==> config.mk <==
export PLATFORM = sky130hd
export DESIGN_NAME = dfr_queue
export DESIGN_NICKNAME = d
export VERILOG_FILES = /design/src/hw/rtl/dfr_pkg.sv /design/src/hw/rtl/dfr_queue.sv
export SDC_FILE = /design/constraint.sdc
export NUM_CORES = 1
export LEC_CHECK = 0
export ABC_AREA = 1
export BUFFER_PORTS_ARGS = -buffer_cell sky130_fd_sc_hd__buf_2
export CORE_MARGIN = 2
export CORE_UTILIZATION = 39
export DETAILED_ROUTE_END_ITERATION = 10
export GPL_TIMING_DRIVEN = 0
export MAX_ROUTING_LAYER = met4
export SKIP_CTS_REPAIR_TIMING = 1
export SYNTH_ARGS = -nofsm -noshare
export SYNTH_HDL_FRONTEND = slang
export SYNTH_SLANG_ARGS = --single-unit
==> constraint.sdc <==
create_clock -name clk -period 4 [get_ports clk]
set_clock_uncertainty 0.1 [all_clocks]
set_input_delay 0.8 -clock clk [delete_from_list [all_inputs] [get_ports clk]]
set_output_delay 0.8 -clock clk [all_outputs]
set_load 0.02 [all_outputs]
==> src/hw/rtl/dfr_pkg.sv <==
`timescale 1ns / 1ps
`default_nettype none
// ----------------------------------------------------------------------------
// dfr_pkg
// Shared constants, render mode codes and font lookup for the digit font row
// renderer.
// ----------------------------------------------------------------------------
package dfr_pkg;

  // default number of decimal digits kept per number
  localparam int MAX_DIGITS_DEF = 10;

  // rows per glyph and row index width
  localparam int ROWS  = 8;
  localparam int ROW_W = 3;

  // render mode codes
  localparam logic [1:0] MODE_NORMAL   = 2'd0;
  localparam logic [1:0] MODE_ITALIC   = 2'd1;
  localparam logic [1:0] MODE_MIRROR   = 2'd2;
  localparam logic [1:0] MODE_INVERTED = 2'd3;

  // reciprocal of ten, scaled by 2^35, exact for any 32-bit dividend
  localparam logic [31:0] DIV10_RECIP = 32'hCCCC_CCCD;
  localparam int          DIV10_SHIFT = 35;

  // all eight rows of one digit glyph, row 0 in the low byte
  function automatic logic [63:0] glyph_rows(input logic [3:0] digit);
    logic [63:0] g;
    unique case (digit)
      4'd0:    g = 64'h1824_2424_2424_1800;
      4'd1:    g = 64'h1818_1818_181c_1800;
      4'd2:    g = 64'h3e06_061c_3030_1e00;
      4'd3:    g = 64'h1e30_301c_3030_1e00;
      4'd4:    g = 64'h3030_3e32_3438_3000;
      4'd5:    g = 64'h1e30_3030_1e02_1e00;
      4'd6:    g = 64'h1c36_3636_1e06_1c00;
      4'd7:    g = 64'h0c0c_0c18_1830_3f00;
      4'd8:    g = 64'h1c36_361c_3636_1c00;
      4'd9:    g = 64'h1c30_3c36_3636_1c00;
      default: g = 64'h0;
    endcase
    return g;
  endfunction

  // one font byte for a digit and a font row
  function automatic logic [7:0] glyph_byte(input logic [3:0] digit,
                                            input logic [ROW_W-1:0] row);
    logic [63:0] g;
    g = glyph_rows(digit);
    return g[{row, 3'b000} +: 8];
  endfunction

  // bit reversal of a font byte
  function automatic logic [7:0] flip_byte(input logic [7:0] b);
    logic [7:0] r;
    for (int j = 0; j < 8; j++) begin
      r[7-j] = b[j];
    end
    return r;
  endfunction

endpackage
`default_nettype wire

==> src/hw/rtl/dfr_queue.sv <==
`timescale 1ns / 1ps
`default_nettype none
// ----------------------------------------------------------------------------
// dfr_queue
// Two-entry queue of digit sets between the front end and the row generator.
// ----------------------------------------------------------------------------
module dfr_queue
  import dfr_pkg::*;
#(
  parameter int MAX_DIGITS = MAX_DIGITS_DEF,
  parameter int CW         = $clog2(MAX_DIGITS + 1)
) (
  input  wire logic                      clk,
  input  wire logic                      rst_n,
  input  wire logic                      push_valid,
  output logic                           push_ready,
  input  wire logic [MAX_DIGITS*4-1:0]   push_digits,
  input  wire logic [CW-1:0]             push_count,
  input  wire logic [1:0]                push_mode,
  output logic                           head_valid,
  input  wire logic                      head_pop,
  output logic [MAX_DIGITS*4-1:0]        head_digits,
  output logic [CW-1:0]                  head_count,
  output logic [1:0]                     head_mode
);

  logic [MAX_DIGITS*4-1:0] digits_r [2];
  logic [CW-1:0]           count_r  [2];
  logic [1:0]              mode_r   [2];
  logic                    wr_ptr_r, wr_ptr_nxt;
  logic                    rd_ptr_r, rd_ptr_nxt;
  logic [1:0]              fill_r, fill_nxt;
  logic                    do_push, do_pop;

  assign push_ready = (fill_r != 2'd2);
  assign head_valid = (fill_r != 2'd0);
  assign do_push    = push_valid && push_ready;
  assign do_pop     = head_pop && head_valid;

  assign head_digits = digits_r[rd_ptr_r];
  assign head_count  = count_r[rd_ptr_r];
  assign head_mode   = mode_r[rd_ptr_r];

  // pointer and fill level update
  always_comb begin
    wr_ptr_nxt = do_push ? ~wr_ptr_r : wr_ptr_r;
    rd_ptr_nxt = do_pop ? ~rd_ptr_r : rd_ptr_r;
    fill_nxt   = fill_r + 2'(do_push) - 2'(do_pop);
  end

  always_ff @(posedge clk) begin
    if (!rst_n) begin
      wr_ptr_r <= 1'b0;
      rd_ptr_r <= 1'b0;
      fill_r   <= 2'd0;
    end else begin
      wr_ptr_r <= wr_ptr_nxt;
      rd_ptr_r <= rd_ptr_nxt;
      fill_r   <= fill_nxt;
    end
  end

  // entry storage
  always_ff @(posedge clk) begin
    if (do_push) begin
      digits_r[wr_ptr_r] <= push_digits;
      count_r[wr_ptr_r]  <= push_count;
      mode_r[wr_ptr_r]   <= push_mode;
    end
  end

endmodule
`default_nettype wire

==> run_results.csv, run 1 <==
group,metric,value,unit
run_status,status,"complete, no violations",
worst_hold_path,hold_path_end,"rd_ptr_r",
grt,antenna_found_initial,0,
placement,gp_routability_congestion,0.6664,
grt,grt_pass1_wl,9.370,mm
setup_path,cp_max_fo,10,
yosys,syn-num-nets,231,
setup_path,timing.reg2reg.setup_slack,2110,ps
routing,drc,0,
sta,finalWorstSetupSlack,1597,ps
setup_path,path_class,"reg -> out",
grt,grt_remaining_overflow,0,
cts,clkLatencyLatePin,340,ps
routing,drt_wl_total,6.181,mm
final_layout,drive_above_1_share,56.61,%
grt,grt_max_degree,27,
placement,dp_slack,1723,ps
cts,cts.sinks,97,
setup_path,crit_chain,"buf_6 > buf_12 > mux2_4 > buf_2",
pwr,max-vdd-ir-drop,0.0003133,V
final_layout,finalNonFillerCells,424,
final_layout,diodes,0,
floorplanning,rows,35,
yosys,ys_ff_latch,97,
setup_path,crit_arrival,1500,ps
routing,dr.pass1.iters,4,
placement,dp.cells,408,
setup_path,r2r_cells,6,
sta,final_hold_viol_count,0,
pwr,p_sw_share,31.11,%
cts,numCtsBuffers,9,
yosys,syn_area,3762,sq um
yosys,ys_seq_area_share,76.09,%
sta,setup-violations-final,0,
setup_path,slowest_delay,330,ps
sta,max_slew_margin,58.14,%
pwr,p_clk_share,19.8,%
floorplanning,start_util,40.53,%
setup_path,endpoint_kind,"primary output",
pwr,total_power,2.826,mW
pwr,intPower,1.947,mW
routing,ant_nets,0,
routing,via_per_inst,4.524,
setup_path,required,3100,ps
yosys,syn_avg_cell_area,21.02,sq um
placement,hpwl,4.129,mm
cts,h-tree-depth,3,
setup_path,r2r_end,"digits_r[0][15]",
sta,fin_crit_sh,60.09,%
sta,fmax,416.1,MHz
setup_path,crit_family,"buffers and inverters",
flow_run,maxCapViolations,0,
routing,wl_per_cell,14.58,microns
worst_hold_path,hp-start,"rd_ptr_r",
placement,io_buffers,97,
setup_path,path_buf_inv,3,
routing,drt-initial-drc-count,69,
floorplanning,die_x,102.2,microns
setup_path,startpoint_type,"flip-flop",
pwr,pwr_density_cell,605.2,nW/um^2
sta,rsz0062_at_grt,"false",
sta,slew_viol_final,0,
cts,root_buffer,"clkbuf_8",
routing,vias,1918,
cts,path_clk_slew,90,ps
floorplanning,dieArea,10450,sq um
yosys,synth_cells,179,
final_layout,syn2layout_area_growth,24.11,%
grt,grt_pass1_vias,1892,
yosys,ys_warn_count,0,
pwr,power_frac_comb,33.3,%
cts,clock_path_buffers,2,
sta,fin_crit,2403,ps
final_layout,nets,342,
final_layout,nFillCells,827,
worst_hold_path,min_path_type,"reg -> reg",
worst_hold_path,hold_path_depth,2,
pwr,p_switching,879.2,uW
floorplanning,ioPinCount,98,
floorplanning,core_area,9284,sq um
pwr,p_leak,1.850,nW
yosys,synth_cell_types,12,
cts,cts_tree,"built",
pwr,share_seq_of_total_power,46.9,%
floorplanning,dieHeight,102.2,microns
sta,tightest_slew,626.9,ps
setup_path,slowest_stage,"dfxtp_1",
setup_path,rr_startpoint,"fill_r[0]",
grt,grt.total_usage,12.50,%
tightest hold or removal path: cells and delay by family, from the launching register on:
kind	cells	cell delay, ps
flip-flops	1	350
AND/OR/NAND/NOR	2	150
cell families (layout without fill, tap and decap cells):
logic type	count (synthesis)	count (layout)	share of synthesized area, %
DFF	97	97	76.09
AOI/OAI and AO/OA	2	2	0.2661
muxes	46	46	17.76
buffers and inverters	12	128	3.126
and+or+nand+nor	20	20	2.095
adders and majority gates	2	2	0.6650
layout by cell type, fill, tap and decap left out:
cell type	n
buf_12	4
a21oi_1	2
inv_2	1
nor2_4	1
edfxtp_1	92
clkinv_2	1
clkbuf_8	9
inv_6	1
ha_1	2
buf_6	1
buf_16	3
nor2_1	7
nand3_1	3
mux2_4	40
inv_1	6
mux2_2	6
clkinv_4	2
clkinvlp_4	1
dfxtp_1	5
buf_2	97
nand2_1	9
clkinv_1	2
synth_stat cells:
master | instances | area [sq um]
mux2_4 | 40 | 600.6
buf_6 | 1 | 11.26
mux2_2 | 6 | 67.56
dfxtp_1 | 5 | 100.1
nor2_1 | 8 | 30.03
nand2_1 | 9 | 33.78
buf_12 | 4 | 80.08
a21oi_1 | 2 | 10.01
ha_1 | 2 | 25.02
nand3_1 | 3 | 15.01
edfxtp_1 | 92 | 2763
inv_1 | 7 | 26.28
metal layers:
layer	global-route usage, %	up-vias	part of all wire, %
li1	-	904	-
met4	5.538	0	1.5
met3	3.352	10	5.7
met2	19.28	65	49
met5	-	-	0
met1	15.55	939	44
registers in the layout, indices dropped and copies added, names as in the netlist, named ones only:
register  cells
digits_r     80
count_r       8
mode_r        4
fill_r        2
rd_ptr_r      1
wr_ptr_r      1
stage by stage:
stage | area, sq um | setup TNS [ps] | utilization, % | hold slack, ps
floorplan | 3762 | 0 | - | 367.5
global placement | 4409 | -34520 | 47.49 | 384.2
detailed placement | 4499 | 0 | 48.46 | 400.7
CTS | 4669 | 0 | 50.30 | 431.3
global route | 4669 | 0 | 50.30 | 478.1
finish | 4669 | 0 | 50.30 | 429.3
worst max-delay path by stage:
stage | cells after the start | from | end
after floorplan | 2 | push_valid | count_r[0][0]
after global placement | 3 | push_valid | digits_r[0][23]
after detailed placement | 5 | push_valid | digits_r[0][14]
after CTS | 4 | flip-flop | head_digits[35]
after global routing | 4 | flip-flop | head_digits[35]
final | 4 | flip-flop | head_digits[2]
power by group through the flow:
stage	Combinational, mW	Sequential [mW]	Clock [mW]
6_report	0.942	1.32	0.560
5_1_grt	1.01	1.34	0.623
4_1_cts	0.961	1.33	0.582
3_5_place_dp	0.957	1.35	0
3_3_place_gp	0.903	1.35	0
2_1_floorplan	0.671	1.34	0
area by class of cell:
cell class	instances	area [sq um]	area share, %
Clock buffer	9	123.9	2.653
Sequential cell	97	2863	61.31
Timing Repair Buffer	100	568.0	12.17
Buffer	5	91.34	1.956
Tap cell	129	161.4	3.457
Multi-Input combinational cell	70	789.5	16.91
Inverter	7	26.28	0.5627
Clock inverter	7	46.29	0.9914
Power figures use the tool's default switching activity.
==> inputs of run 2 (changes only) <==
--- a/config.mk
+++ b/config.mk
@@ -5,7 +5,7 @@
 export SDC_FILE = /design/constraint.sdc
 export NUM_CORES = 1
 export LEC_CHECK = 0
-export ABC_AREA = 1
+export ABC_AREA = 0
 export BUFFER_PORTS_ARGS = -buffer_cell sky130_fd_sc_hd__buf_2
 export CORE_MARGIN = 2
 export CORE_UTILIZATION = 39
==> constraint.sdc (replaced) <==
create_clock -name clk -period 2.25 [get_ports clk]
set_clock_uncertainty 0.1 [all_clocks]
set_input_delay 0.45 -clock clk [delete_from_list [all_inputs] [get_ports clk]]
set_output_delay 0.45 -clock clk [all_outputs]
set_load 0.02 [all_outputs]
==> run_results.csv, run 2 <==
group,metric,value,unit
final_layout,final_common_cell,"buf_2",
setup_path,cp-endpoint,"head_digits[21]",
setup_path,path_class,"reg -> out",
setup_path,path_buf_inv,3,
yosys,async_reset_ff_share,0,%
cts,clkLatencyLatePin,340,ps
setup_path,r2r_end,"digits_r[1][26]",
setup_path,startpoint_type,"flip-flop",
yosys,syn_avg_cell_area,22.49,sq um
routing,drt-initial-drc-count,47,
final_layout,largestRegisters,"digits_r: 80 flops, count_r: 8 flops, mode_r: 4 flops",
setup_path,endpoint_kind,"primary output",
sta,fin_setup_tns,0,ps
yosys,ys_warn_count,0,
setup_path,slowest_delay,330,ps
sta,fin_crit,2053,ps
floorplanning,ioPinCount,98,
cts,root_buffer,"clkbuf_8",
sta,slew_viol_final,0,
worst_hold_path,min_path_type,"in -> reg",
routing,vias,1807,
sta,setup-violations-final,0,
yosys,syn_area,3756,sq um
cts,h-tree-depth,3,
setup_path,r2r_cells,2,
routing,ant_nets,0,
floorplanning,dieArea,10430,sq um
pwr,max-vdd-ir-drop,0.0004803,V
grt,grt_remaining_overflow,0,
yosys,synthTopCellsByCount,"edfxtp_1 (92), mux2_4 (40), mux2_2 (6)",
run_status,status,"complete, no violations",
cts,cts.sinks,97,
yosys,synth_top_cell_area_share,73.55,%
setup_path,rr_startpoint,"fill_r[0]",
cts,clock_path_buffers,2,
yosys,yosysTopAreaCell,"edfxtp_1",
sta,max_slew_margin,24.79,%
placement,gp_routability_congestion,0.6548,
flow_run,maxCapViolations,0,
yosys,synthMostInstantiatedCell,"edfxtp_1",
pwr,intPower,3.593,mW
grt,grt_pass1_vias,1940,
floorplanning,start_util,40.46,%
routing,via_per_inst,4.407,
setup_path,crit_arrival,1500,ps
routing,drc,0,
pwr,power_frac_comb,32.4,%
yosys,synth_cells,167,
cts,numCtsBuffers,9,
yosys,synth_top_flop_cell,"edfxtp_1",
setup_path,required,1700,ps
sta,fmax,487.0,MHz
sta,final_hold_viol_count,0,
grt,antenna_found_initial,0,
pwr,p_clk_share,21.7,%
final_layout,nets,328,
setup_path,cp_max_fo,10,
yosys,syn-num-nets,219,
pwr,p_sw_share,29.46,%
setup_path,crit_family,"buffers and inverters",
floorplanning,die_x,102.1,microns
pwr,total_power,5.094,mW
cts,cts_tree,"built",
sta,fin_crit_sh,91.26,%
pwr,pwr_density_cell,1100,nW/um^2
yosys,synthTopCellsByArea,"edfxtp_1 (74%), mux2_4 (16%), dfxtp_1 (2.7%), buf_12 (2.1%), mux2_2 (1.8%)",
sta,rsz0062_at_grt,"false",
setup_path,crit_chain,"buf_6 > buf_12 > mux2_4 > buf_2",
pwr,share_seq_of_total_power,45.9,%
setup_path,crit_cells,4,
pwr,p_leak,1.794,nW
setup_path,slowest_stage,"dfxtp_1",
final_layout,diodes,0,
yosys,synth-edff-count,92,
yosys,ys_seq_area_share,76.22,%
grt,grt.total_usage,12.32,%
routing,drt_wl_total,6.016,mm
setup_path,timing.reg2reg.setup_slack,270,ps
floorplanning,dieHeight,102.1,microns
final_layout,nFillCells,809,
grt,grt_max_degree,47,
final_layout,drive_above_1_share,59.07,%
placement,hpwl,3.853,mm
grt,grt_pass1_wl,9.280,mm
final_layout,layout_common_cells,"buf_2 (97), edfxtp_1 (92), mux2_4 (40)",
final_layout,top_register,"digits_r",
routing,dr.pass1.iters,3,
floorplanning,rows,35,
placement,io_buffers,97,
final_layout,largest_reg_flops,80,
yosys,synth_cell_types,18,
pwr,p_switching,1.500,mW
sta,tightest_slew,1128,ps
routing,wl_per_cell,14.67,microns
floorplanning,core_area,9284,sq um
cts,path_clk_slew,90,ps
yosys,ys_ff_latch,97,
final_layout,syn2layout_area_growth,23.25,%
==> run 2: worst min-delay path by stage <==
stage,start,to,cells past startpoint
6_report,push_digits[13],digits_r[1][13],1
5_1_grt,push_digits[25],digits_r[0][25],1
4_1_cts,push_digits[8],digits_r[1][8],1
3_5_place_dp,rd_ptr_r,flip-flop,2
3_3_place_gp,wr_ptr_r,wr_ptr_r,2
2_1_floorplan,wr_ptr_r,wr_ptr_r,2
==> run 2: power by group through the flow <==
stage	Sequential (mW)	Clock, mW	Combinational, mW
after floorplan	2.36	0	1.24
after global placement	2.37	0	1.65
after detailed placement	2.39	0	1.66
after CTS	2.35	1.15	1.67
after global routing	2.36	1.23	1.78
final	2.34	1.11	1.65
==> run 2: layout make-up <==
class	instances	area [sq um]	area share [%]
flip-flops and latches	97	2863	61.84
multi-input cells	64	807.0	17.43
repair buffers	98	505.5	10.92
well taps	129	161.4	3.486
clock buffers	12	145.1	3.135
plain buffers	5	91.34	1.973
clock inverters	4	52.55	1.135
inverters	1	3.754	0.08108
==> run 2: metal layers <==
layer  up-vias  track usage (%)  routed length (microns)
met4         0            3.077                       41
met3         6            5.677                      535
li1        862                -                        -
met1       862            15.05                     2626
met5         -                -                        0
met2        77            18.72                     2811
==> run 2: cells by family after synthesis <==
group | share of synthesized area (%)
AOI/OAI and AO/OA | 0.1999
buffers and inverters | 2.532
muxes | 18.05
adders and majority gates | 0.6661
and+or+nand+nor | 1.632
xor gates and xnor gates | 0.6997
DFF | 76.22
==> run 2: worst reg2reg max path, cell delays in order (launching register included) <==
cell and delay [ps]:
dfxtp_1 380, nand2b_1 150, and3_2 950
==> run 2: per-stage QoR <==
stage	util, %	cell area (sq um)	hold WS [ps]	std cells	worst slack (ps)
3_5_place_dp	47.52	4412	425.0	393	-60.53
5_1_grt	49.87	4629	145.3	410	69.44
4_1_cts	49.65	4609	162.6	409	-69.18
3_3_place_gp	47.52	4412	403.4	393	-41.96
6_report	49.87	4629	187.0	410	196.6
2_1_floorplan	-	3765	388.0	167	266.4
==> inputs of run 3 (changes only) <==
--- a/config.mk
+++ b/config.mk
@@ -7,6 +7,7 @@
 export LEC_CHECK = 0
 export ABC_AREA = 0
 export BUFFER_PORTS_ARGS = -buffer_cell sky130_fd_sc_hd__buf_2
+export CORE_ASPECT_RATIO = 2
 export CORE_MARGIN = 2
 export CORE_UTILIZATION = 39
 export DETAILED_ROUTE_END_ITERATION = 10
==> run_results.csv, run 3 (same netlist as run 2, synthesis figures left out) <==
group,metric,value,unit
final_layout,final_cell_area,4728,sq um
cts,clock_path_buffers,2,
pwr,p_sw_share,27.98,%
placement,dpl-instance-area,4380,sq um
flow_run,maxCapViolations,0,
cts,cts.sinks,97,
final_layout,drive_above_1_share,59.43,%
setup_path,endpoint_kind,"primary output",
placement,hpwl,4.147,mm
grt,grt_pass1_wl,9.308,mm
setup_path,crit_arrival,1490,ps
sta,finalWorstSetupSlack,214.5,ps
sta,rsz0062_at_grt,"false",
placement,gp_routability_congestion,0.6874,
floorplanning,core_area,9384,sq um
final_layout,largest_reg_flops,80,
cts,h-tree-depth,3,
final_layout,syn2layout_area_growth,25.88,%
sta,final_hold_viol_count,0,
pwr,intPower,4.030,mW
sta,setup-violations-final,0,
pwr,max-vdd-ir-drop,0.0007143,V
routing,vias,1844,
final_layout,layout_common_cells,"buf_2 (97), edfxtp_1 (92), mux2_4 (40)",
cts,clkLatencyLatePin,340,ps
final_layout,nets,328,
final_layout,largestRegisters,"digits_r: 80 flops, count_r: 8 flops, mode_r: 4 flops",
cts,root_buffer,"clkbuf_16",
routing,wl_per_cell,16.16,microns
pwr,p_switching,1.566,mW
grt,grt_remaining_overflow,0,
grt,grt_max_degree,47,
cts,cts_tree,"built",
setup_path,startpoint_type,"flip-flop",
setup_path,path_class,"reg -> out",
setup_path,cp_max_fo,10,
sta,fmax,491.3,MHz
final_layout,finalNonFillerCells,385,
pwr,power_frac_comb,29.6,%
sta,max_slew_margin,27.50,%
placement,dp_slack,-66.22,ps
routing,drt-initial-drc-count,105,
floorplanning,dieHeight,142.8,microns
routing,drt_wl_total,6.220,mm
worst_hold_path,min_path_type,"in -> reg",
routing,ant_nets,0,
sta,slew_viol_final,0,
grt,grt_pass1_vias,1973,
pwr,pwr_density_cell,1183,nW/um^2
floorplanning,start_util,40.03,%
cts,numCtsBuffers,9,
final_layout,top_register,"digits_r",
sta,fin_crit,2035,ps
placement,dp.cells,368,
floorplanning,dieArea,10480,sq um
pwr,p_clk_share,28.5,%
pwr,p_leak,1.865,nW
routing,via_per_inst,4.790,
sta,tightest_slew,1087,ps
floorplanning,die_x,73.40,microns
floorplanning,ioPinCount,98,
grt,antenna_found_initial,0,
grt,grt.total_usage,12.85,%
cts,path_clk_slew,70,ps
final_layout,final_common_cell,"buf_2",
pwr,share_seq_of_total_power,41.9,%
sta,fin_crit_sh,90.47,%
setup_path,required,1700,ps
routing,drc,0,
placement,io_buffers,97,
run_status,status,"complete, no violations",
final_layout,diodes,0,
floorplanning,rows,50,
routing,dr.pass1.iters,4,
-- run 3: changes by cell type in the layout (fill, tap and decap cells not counted), sizes merged --
cell	change
bufinv	+1
clkbuf	-3
clkinv	+5
clkinvlp	-3
-- run 3: worst paths after layout --
path	start	end	slack [ps]	cells after the start
setup / recovery	flip-flop	head_digits[4]	210	4
hold reg to reg	wr_ptr_r	wr_ptr_r	420	2
setup reg to reg	fill_r[0]	digits_r[0][39]	230	4
hold / removal	push_digits[19]	digits_r[1][19]	190	1
-- run 3: stage by stage --
stage / utilization (%) / total power, mW / hold slack (ps) / TNS (ps)
after floorplan: - / 3.597 / 388.0 / 0
final: 50.39 / 5.596 / 192.1 / 0
after detailed placement: 46.68 / 4.047 / 422.8 / -2941
after CTS: 50.09 / 5.660 / 177.3 / -3366
after global placement: 46.68 / 4.021 / 397.4 / -1112
after global routing: 50.39 / 5.823 / 184.8 / 0
-- run 3: cell type report --
cell class / instances / area, sq um
plain buffers: 5 / 91.34
clock buffers: 9 / 225.2
clock inverters: 7 / 95.09
fillers: 803 / 4656
inverters: 1 / 3.754
multi-input cells: 64 / 807.0
flip-flops and latches: 97 / 2863
well taps: 104 / 130.1
repair buffers: 98 / 513.0
-- run 3: worst max-delay path, cell delays in order, from the launching register on --
cell     delay [ps]
dfxtp_1         320
buf_6           190
buf_12          170
mux2_4          310
buf_2           160
-- run 3: power groups by stage --
| stage | Combinational [mW] | Sequential, mW | Clock (mW) |
|---|---|---|---|
| detailed placement | 1.66 | 2.39 | 0 |
| floorplan | 1.24 | 2.36 | 0 |
| CTS | 1.66 | 2.35 | 1.64 |
| finish | 1.65 | 2.34 | 1.60 |
| global route | 1.77 | 2.37 | 1.69 |
| global placement | 1.65 | 2.37 | 0 |
-- run 3: routing by layer --
layer / part of all wire [%] / vias to the layer above / GRT usage, %
met1: 34 / 900 / 11.18
met5: 0 / - / -
li1: - / 870 / -
met3: 4.9 / 12 / 3.670
met4: 2.7 / 0 / 6.794
met2: 59 / 62 / 23.71
